**src/hdl/lftp_pkg.sv**
```systemverilog
// ----------------------------------------------------------------------------
// lftp_pkg
// Types and constants shared by the LSB-first tagged field parser.
// ----------------------------------------------------------------------------
package lftp_pkg;

    localparam int unsigned TAG_W      = 9;
    localparam int unsigned SHIFT_W    = 40;
    localparam int unsigned HELD_W     = 6;
    localparam int unsigned POS_W      = 16;
    localparam int unsigned VALUE_W    = 32;
    localparam int unsigned ID_W       = 4;

    localparam logic [POS_W-1:0] RESET_BIT_LIMIT = 16'd432;   // 54 bytes

    // end_cause codes
    localparam logic [1:0] CAUSE_UNKNOWN_TAG = 2'd0;
    localparam logic [1:0] CAUSE_BIT_LIMIT   = 2'd1;
    localparam logic [1:0] CAUSE_TRUNCATED   = 2'd2;

    typedef struct packed {
        logic [7:0] data_byte;
        logic       is_last;
    } in_t;

    typedef struct packed {
        logic               has_stat;
        logic [ID_W-1:0]    stat_id;
        logic [VALUE_W-1:0] stat_value;
        logic               finished;
        logic [1:0]         end_cause;
    } out_t;

    // Record state; bits of shift above held are always zero.
    typedef struct packed {
        logic [SHIFT_W-1:0] shift;
        logic [HELD_W-1:0]  held;
        logic               reading;
        logic [ID_W-1:0]    tag;
        logic [POS_W-1:0]   pos;
        logic               done;
    } state_t;

    localparam state_t STATE_CLEAR = '0;

    function automatic logic [HELD_W-1:0] value_width(input logic [ID_W-1:0] id);
        logic [HELD_W-1:0] w;
        priority if (id <= 4'd4)  w = 6'd10;
        else if (id == 4'd5)      w = 6'd8;
        else if (id <= 4'd11)     w = 6'd21;
        else if (id == 4'd12)     w = 6'd7;
        else if (id == 4'd13)     w = 6'd32;
        else                      w = 6'd25;
        return w;
    endfunction

    function automatic logic [POS_W-1:0] pos_add(input logic [POS_W-1:0] pos,
                                                 input logic [HELD_W-1:0] w);
        logic [POS_W:0] sum;
        sum = {1'b0, pos} + {{(POS_W+1-HELD_W){1'b0}}, w};
        return sum[POS_W] ? {POS_W{1'b1}} : sum[POS_W-1:0];
    endfunction

endpackage

```
**src/hdl/lftp_in_stage.sv**
```systemverilog
// ----------------------------------------------------------------------------
// lftp_in_stage
// Input register: holds one accepted byte until the parse step takes it.
// ----------------------------------------------------------------------------
module lftp_in_stage (
    input  logic           clk,
    input  logic           rst_n,
    input  logic           in_valid,
    output logic           in_ready,
    input  lftp_pkg::in_t  in_data,
    output logic           hold_valid,
    output lftp_pkg::in_t  hold_data,
    input  logic           take
);

    logic          valid_reg;
    logic          valid_next;
    lftp_pkg::in_t data_reg;

    assign in_ready   = !valid_reg || take;
    assign hold_valid = valid_reg;
    assign hold_data  = data_reg;

    always_comb
    begin
        valid_next = valid_reg;
        if (take)
        begin
            valid_next = 1'b0;
        end
        if (in_valid && in_ready)
        begin
            valid_next = 1'b1;
        end
    end

    always_ff @(posedge clk or negedge rst_n)
    begin
        if (!rst_n)
        begin
            valid_reg <= 1'b0;
        end
        else
        begin
            valid_reg <= valid_next;
        end
    end

    always_ff @(posedge clk)
    begin
        if (in_valid && in_ready)
        begin
            data_reg <= in_data;
        end
    end

endmodule

```
**src/hdl/lftp_step.sv**
```systemverilog
// ----------------------------------------------------------------------------
// lftp_step
// Parse step for one byte: at most one tag and one value are taken.
// ----------------------------------------------------------------------------
module lftp_step (
    input  lftp_pkg::state_t             cur,
    input  lftp_pkg::in_t                item,
    input  logic [lftp_pkg::POS_W-1:0]   bit_limit,
    output lftp_pkg::state_t             nxt,
    output lftp_pkg::out_t               res,
    output logic                         produce
);

    logic [lftp_pkg::SHIFT_W-1:0] sh1;
    logic [lftp_pkg::SHIFT_W-1:0] sh2;
    logic [lftp_pkg::HELD_W-1:0]  h1;
    logic [lftp_pkg::HELD_W-1:0]  h2;
    logic [lftp_pkg::POS_W-1:0]   pos2;
    logic [lftp_pkg::POS_W-1:0]   pos3;
    logic                         reading1;
    logic [lftp_pkg::ID_W-1:0]    tag1;
    logic [lftp_pkg::TAG_W-1:0]   raw_tag;
    logic [lftp_pkg::HELD_W-1:0]  w;
    logic [lftp_pkg::VALUE_W-1:0] mask;
    logic [lftp_pkg::VALUE_W-1:0] val;
    logic                         has;
    logic                         fin;
    logic [1:0]                   cause;

    always_comb
    begin
        nxt      = cur;
        res      = '0;
        produce  = 1'b0;
        has      = 1'b0;
        fin      = 1'b0;
        cause    = lftp_pkg::CAUSE_UNKNOWN_TAG;
        val      = '0;
        sh1      = cur.shift | ({{(lftp_pkg::SHIFT_W-8){1'b0}}, item.data_byte} << cur.held);
        h1       = cur.held + 6'd8;
        sh2      = sh1;
        h2       = h1;
        pos2     = cur.pos;
        pos3     = cur.pos;
        reading1 = cur.reading;
        tag1     = cur.tag;
        raw_tag  = sh1[lftp_pkg::TAG_W-1:0];

        // tag
        if (!cur.reading)
        begin
            if (cur.pos >= bit_limit)
            begin
                fin   = 1'b1;
                cause = lftp_pkg::CAUSE_BIT_LIMIT;
            end
            else if (h1 >= 6'(lftp_pkg::TAG_W))
            begin
                sh2  = sh1 >> lftp_pkg::TAG_W;
                h2   = h1 - 6'(lftp_pkg::TAG_W);
                pos2 = lftp_pkg::pos_add(cur.pos, 6'(lftp_pkg::TAG_W));
                if (raw_tag[lftp_pkg::TAG_W-1:lftp_pkg::ID_W] != '0)
                begin
                    fin   = 1'b1;
                    cause = lftp_pkg::CAUSE_UNKNOWN_TAG;
                end
                else
                begin
                    tag1     = raw_tag[lftp_pkg::ID_W-1:0];
                    reading1 = 1'b1;
                end
            end
        end

        // value
        w    = lftp_pkg::value_width(tag1);
        mask = {lftp_pkg::VALUE_W{1'b1}} >> (6'd32 - w);
        pos3 = pos2;
        nxt.shift   = sh2;
        nxt.held    = h2;
        nxt.reading = reading1;
        nxt.tag     = tag1;
        nxt.pos     = pos2;
        if (!fin && reading1 && (h2 >= w))
        begin
            val = sh2[lftp_pkg::VALUE_W-1:0] & mask;
            if (tag1 >= 4'd6 && tag1 <= 4'd11)
            begin
                val = val >> 8;
            end
            has         = 1'b1;
            pos3        = lftp_pkg::pos_add(pos2, w);
            nxt.shift   = sh2 >> w;
            nxt.held    = h2 - w;
            nxt.reading = 1'b0;
            nxt.pos     = pos3;
            if (pos3 >= bit_limit)
            begin
                fin   = 1'b1;
                cause = lftp_pkg::CAUSE_BIT_LIMIT;
            end
        end

        if (!fin && item.is_last)
        begin
            fin   = 1'b1;
            cause = lftp_pkg::CAUSE_TRUNCATED;
        end

        if (fin)
        begin
            nxt.done = 1'b1;
        end

        res.has_stat   = has;
        res.stat_id    = has ? tag1 : '0;
        res.stat_value = val;
        res.finished   = fin;
        res.end_cause  = fin ? cause : lftp_pkg::CAUSE_UNKNOWN_TAG;
        produce        = has || fin;

        // after the end, bytes are dropped until is_last
        if (cur.done)
        begin
            nxt     = cur;
            res     = '0;
            produce = 1'b0;
        end
        if ((cur.done || fin) && item.is_last)
        begin
            nxt = lftp_pkg::STATE_CLEAR;
        end
    end

endmodule

```
**src/hdl/lsb_first_tagged_field_parser.sv**
```systemverilog
// ----------------------------------------------------------------------------
// lsb_first_tagged_field_parser
// Reads 9-bit tags and tag-sized values LSB first from a byte stream and
// reports each tag/value pair and the end of each record.
//
//   port group         dir   handshake          payload
//   in_*               in    in_valid/in_ready  lftp_pkg::in_t
//   out_*              out   out_valid/out_ready lftp_pkg::out_t
//   cfg_*              in    cfg_wr_en          bit_limit (16 bits)
//
// One byte per cycle sustained unless a byte with a result meets a stalled
// output. A byte goes from the input register to the result register; the
// record state loop (shift buffer, bit count, position) closes in lftp_step.
// Reset clears record state and loads bit_limit with 432.
// A stalled result holds the parse stage only when that byte yields a result;
// bytes that give none still pass.
// ----------------------------------------------------------------------------
module lsb_first_tagged_field_parser (
    input  logic                        clk,
    input  logic                        rst_n,
    input  logic                        in_valid,
    output logic                        in_ready,
    input  lftp_pkg::in_t               in_data,
    output logic                        out_valid,
    input  logic                        out_ready,
    output lftp_pkg::out_t              out_data,
    input  logic                        cfg_wr_en,
    input  logic [lftp_pkg::POS_W-1:0]  cfg_wr_data
);

    logic                       hold_valid;
    lftp_pkg::in_t              hold_data;
    logic                       take;
    lftp_pkg::state_t           state_reg;
    lftp_pkg::state_t           state_next;
    lftp_pkg::out_t             res;
    logic                       produce;
    logic [lftp_pkg::POS_W-1:0] bit_limit_reg;
    logic                       out_valid_reg;
    logic                       out_valid_next;
    lftp_pkg::out_t             out_data_reg;

    lftp_in_stage u_in_stage (
        .clk        (clk),
        .rst_n      (rst_n),
        .in_valid   (in_valid),
        .in_ready   (in_ready),
        .in_data    (in_data),
        .hold_valid (hold_valid),
        .hold_data  (hold_data),
        .take       (take)
    );

    lftp_step u_step (
        .cur       (state_reg),
        .item      (hold_data),
        .bit_limit (bit_limit_reg),
        .nxt       (state_next),
        .res       (res),
        .produce   (produce)
    );

    assign take = hold_valid && (!produce || !out_valid_reg || out_ready);

    always_comb
    begin
        out_valid_next = out_valid_reg;
        if (out_valid_reg && out_ready)
        begin
            out_valid_next = 1'b0;
        end
        if (take && produce)
        begin
            out_valid_next = 1'b1;
        end
    end

    always_ff @(posedge clk or negedge rst_n)
    begin
        if (!rst_n)
        begin
            state_reg     <= lftp_pkg::STATE_CLEAR;
            bit_limit_reg <= lftp_pkg::RESET_BIT_LIMIT;
            out_valid_reg <= 1'b0;
        end
        else
        begin
            if (take)
            begin
                state_reg <= state_next;
            end
            if (cfg_wr_en)
            begin
                bit_limit_reg <= cfg_wr_data;
            end
            out_valid_reg <= out_valid_next;
        end
    end

    always_ff @(posedge clk)
    begin
        if (take && produce)
        begin
            out_data_reg <= res;
        end
    end

    assign out_valid = out_valid_reg;
    assign out_data  = out_data_reg;

endmodule
```
**config.mk**
```make
export PLATFORM = sky130hd
export DESIGN_NAME = lsb_first_tagged_field_parser
export DESIGN_NICKNAME = d
export VERILOG_FILES = /design/src/hdl/lftp_pkg.sv /design/src/hdl/lftp_in_stage.sv /design/src/hdl/lftp_step.sv /design/src/hdl/lsb_first_tagged_field_parser.sv
export SDC_FILE = /design/constraint.sdc
export NUM_CORES = 1
export LEC_CHECK = 0
export BUFFER_PORTS_ARGS = -buffer_cell sky130_fd_sc_hd__clkbuf_2
export CORE_MARGIN = 5
export CORE_UTILIZATION = 30
export CTS_CLUSTER_DIAMETER = 100
export DETAILED_ROUTE_END_ITERATION = 8
export GPL_TIMING_DRIVEN = 0
export MAX_ROUTING_LAYER = met4
export SLEW_MARGIN = 10
export SYNTH_ARGS = -nofsm -noshare
export SYNTH_HDL_FRONTEND = slang
export SYNTH_SLANG_ARGS = --single-unit
```
**constraint.sdc**
```tcl
create_clock -name clk -period 15.47 [get_ports clk]
set_input_delay 4.641 -clock clk [delete_from_list [all_inputs] [get_ports clk]]
set_output_delay 4.641 -clock clk [all_outputs]
set_load 0.01 [all_outputs]
```
==> load_flow_metrics.sql <==
INSERT INTO impl_metrics (metric_group, metric, value, unit) VALUES
('run_status', 'outcome', 'complete, no violations', ''),
('grt', 'grt_pass1_wl', '82100', 'µm'),
('die', 'floorplan.die.width', '206', 'µm'),
('worst_setup_path', 'crit_start', 'state_reg[23]', ''),
('synthesis', 'syn-cell-area', '11500', 'µm²'),
('grt', 'grt_antenna_before_repair', '1', ''),
('clock_tree', 'clock_tree.buffer_depth', '2', ''),
('grt', 'use_met3', '4.94', '%'),
('finish', 'mostFrequentLayoutCells', 'sky130_fd_sc_hd__nand2_1, sky130_fd_sc_hd__nor2_1, sky130_fd_sc_hd__a21oi_1', ''),
('finish', 'drive_gt1_share', '14.4', '%'),
('worst_setup_path', 'critical_path_peak_fanout', '10', ''),
('timing', 'achievable-frequency', '66.6', 'MHz'),
('job', 'max_cap_violations', '0', ''),
('placed_design', 'dp_hpwl', '43200', 'µm'),
('timing', 'rsz0062_at_grt', 'false', ''),
('detailed_routing', 'first_iteration_detailed_routing_drc_count', '1686', ''),
('worst_setup_path', 'r2r_start', 'state_reg[23]', ''),
('timing', 'timing.max_slew.rel_slack', '14.7', '%'),
('grt', 'grt_util_met2', '39.6', '%'),
('detailed_routing', 'postRouteWirelength', '56400', 'µm'),
('clock_tree', 'ctsRootBufferMaster', 'sky130_fd_sc_hd__clkbuf_16', ''),
('clock_tree', 'clock_latency', '0.47', 'ns'),
('timing', 'setup_viol', '0', ''),
('timing', 'finalHoldViolations', '0', ''),
('synthesis', 'synth-seq-cells', '135', ''),
('synthesis', 'ys.warnings.count', '0', ''),
('placed_design', 'numPortBuffers', '71', ''),
('detailed_routing', 'via_per_inst', '6.14', ''),
('detailed_routing', 'drt_pre_antenna_iters', '5', ''),
('die', 'effective_utilization_at_floorplan', '30.5', '%'),
('worst_setup_path', 'slowest_stage', 'sky130_fd_sc_hd__nor4_2', ''),
('finish', 'leading_cell_type_in_the_layout_fill_and_taps_excluded', 'sky130_fd_sc_hd__nand2_1', ''),
('clock_tree', 'hold_fix_buffer_count_after_cts', '0', ''),
('die', 'die_y', '206', 'µm'),
('synthesis', 'predominant_post_synthesis_flop_cell', 'sky130_fd_sc_hd__dfrtp_1', ''),
('worst_setup_path', 'critical_path_rt', '10.83', 'ns'),
('clock_tree', 'clk_pin_slew_worst_paths', '0.07', 'ns'),
('clock_tree', 'cts_tree', 'yes', ''),
('synthesis', 'synth_cell_types', '99', ''),
('worst_setup_path', 'wp_data_arrival', '10.37', 'ns'),
('finish', 'nets', '1562', ''),
('detailed_routing', 'drcViolationCount', '0', ''),
('timing', 'post-route-period-util', '97.0', '%'),
('worst_setup_path', 'critical-path-top-cell-by-count', 'sky130_fd_sc_hd__nor2b_1', ''),
('grt', 'grt_most_used_layer', 'met2', ''),
('worst_setup_path', 'cpPeakStageDelay', '0.56', 'ns'),
('die', 'pin_count', '72', ''),
('detailed_routing', 'drtAntennaViolNets', '0', ''),
('synthesis', 'synthesis.nets', '1469', ''),
('synthesis', 'ys_async_sr_fraction', '63.7', '%'),
('clock_tree', 'cts-htree-levels', '4', ''),
('grt', 'maximum_number_of_pins_on_one_net_before_global_route_repair', '87', ''),
('clock_tree', 'cts_inserted_buffers', '17', ''),
('synthesis', 'synth_enable_flop_cells', '49', ''),
('synthesis', 'synth.avg_cell_area', '8.33', 'µm²'),
('grt', 'grtUsageMet1', '38.1', '%'),
('worst_setup_path', 'crit_path_start_kind', 'flop', ''),
('placed_design', 'finalWeightedCongestion', '1.03', ''),
('synthesis', 'netlist_instances', '1384', ''),
('grt', 'final_global_route_overflow_total', '0', ''),
('min_path', 'worstHoldPathType', 'flop to flop', ''),
('detailed_routing', 'wire_per_inst', '28.2', 'µm'),
('grt', 'vias_in_the_first_global_route', '11800', ''),
('detailed_routing', 'num_vias', '12300', ''),
('worst_setup_path', 'timing.critical_path.to_type', 'output port', ''),
('finish', 'syn_to_final_growth', '14.5', '%'),
('worst_setup_path', 'setup.worst_path.class', 'flop to output port', ''),
('clock_tree', 'postCtsSetupRepairBufs', '0', ''),
('timing', 'max_slew.worst_pin.slew', '1.27', 'ns'),
('min_path', 'hold_path_startpoint', 'state_reg[63]', ''),
('timing', 'fin_crit_period', '15.01', 'ns'),
('timing', 'setup_tns', '0', 'ns'),
('timing', 'fin_skew', '0.0185', 'ns'),
('die', 'std_cell_rows', '71', ''),
('grt', 'gr-usage-all-layers', '27.1', '%'),
('die', 'coreArea', '37800', 'µm²'),
('finish', 'fin_util', '34.9', '%'),
('timing', 'finalMaxSlewViolations', '0', ''),
('die', 'die-area', '42400', 'µm²'),
('synthesis', 'synth-seq-area-share', '31.5', '%'),
('finish', 'largest_register_ff_count', '68', ''),
('clock_tree', 'clock_sinks', '135', '');
==> worst paths after layout <==
kind,endpoint,slack (ns),cells past startpoint
max in group asynchronous,state_reg[28],10.62,1
min,state_reg[63],0.49,2
min reg2reg,state_reg[63],0.49,2
max reg2reg,state_reg[17],4.38,39
min in group asynchronous,state_reg[14],4.27,1
max,in_ready,0.46,38
==> metal layers <==
layer | part of all wire, % | up-vias
li1 | - | 5394
met1 | 44 | 6063
met2 | 43 | 711
met3 | 9.5 | 127
met4 | 3.5 | 0
met5 | 0 | -
==> cell usage after synthesis (7+ instances only) <==
cell / instances / area (µm²)
sky130_fd_sc_hd__a211oi_1: 16 / 120
sky130_fd_sc_hd__a21o_1: 23 / 173
sky130_fd_sc_hd__a21oi_1: 107 / 536
sky130_fd_sc_hd__a221o_1: 11 / 110
sky130_fd_sc_hd__a221oi_1: 14 / 123
sky130_fd_sc_hd__a22o_1: 13 / 114
sky130_fd_sc_hd__a22oi_1: 25 / 188
sky130_fd_sc_hd__a31oi_1: 13 / 81.3
sky130_fd_sc_hd__and2_1: 15 / 93.8
sky130_fd_sc_hd__and3_1: 10 / 62.6
sky130_fd_sc_hd__buf_2: 21 / 105
sky130_fd_sc_hd__clkbuf_1: 52 / 195
sky130_fd_sc_hd__dfrtp_1: 82 / 2050
sky130_fd_sc_hd__edfxtp_1: 49 / 1470
sky130_fd_sc_hd__ha_1: 53 / 663
sky130_fd_sc_hd__inv_1: 43 / 161
sky130_fd_sc_hd__mux2_2: 20 / 225
sky130_fd_sc_hd__mux2i_1: 55 / 551
sky130_fd_sc_hd__nand2_1: 164 / 616
sky130_fd_sc_hd__nand2b_1: 20 / 125
sky130_fd_sc_hd__nand3_1: 33 / 165
sky130_fd_sc_hd__nand4_1: 9 / 56.3
sky130_fd_sc_hd__nor2_1: 131 / 492
sky130_fd_sc_hd__nor2b_1: 16 / 100
sky130_fd_sc_hd__nor3_1: 32 / 160
sky130_fd_sc_hd__nor4_1: 7 / 43.8
sky130_fd_sc_hd__o211ai_1: 21 / 158
sky130_fd_sc_hd__o21ai_0: 97 / 485
sky130_fd_sc_hd__o21ai_1: 24 / 120
sky130_fd_sc_hd__o21bai_1: 7 / 52.6
sky130_fd_sc_hd__o221ai_1: 15 / 131
sky130_fd_sc_hd__o22ai_1: 12 / 75.1
sky130_fd_sc_hd__o31ai_1: 13 / 97.6
sky130_fd_sc_hd__xnor2_1: 18 / 158
==> per-stage QoR <==
stage / cell area, µm² / hold WS [ns] / setup slack [ns] / std cells
after CTS: 13200 / 0.486 / 0.0788 / 2001
after detailed placement: 12600 / 0.471 / 0.508 / 1969
after global placement: 12500 / 0.468 / 0.538 / 1966
final: 13200 / 0.487 / 0.462 / 2002
after global routing: 13200 / 0.514 / 0.0829 / 2002
after floorplan: 11500 / 0.449 / 3.64 / 1384
==> final cells by class <==
cell class                 instances  area [µm²]
antenna                            1        2.50
buffer                            85         395
clock buffer                      19         433
clock inverter                    13         170
fill                            3958       24600
inverter                          49         184
multi-input combinational       1115        7340
sequential                       135        3630
tap                              511         639
timing repair buffer              74         397
==> worst max-delay path: cells and delay by family, from the launching register on <==
kind	cells	cell delay, ns
fa+ha+maj	4	1.10
flops	1	0.34
compound gates	13	3.23
buf+inv	10	2.74
simple gates	11	2.47
==> timing repair <==
action,4_1_cts,5_1_grt
endpoints found under the hold margin,0,0
gates cloned,0,0
resized for setup,1,8
endpoints found under the setup margin,1,1
==> logic make-up after synthesis <==
logic type	count (synthesis)	share of synthesized area, %
and+or+nand+nor	472	19.2
muxes	83	7.89
AOI/OAI and AO/OA	483	28.7
xor gates and xnor gates	22	1.67
adders and majority gates	55	6.10
buffers and inverters	134	4.98
DFF	135	31.5
Power is left out: the tool's default activity adds up to more than one toggle a clock period on the data nets, which glitch-free logic cannot reach.
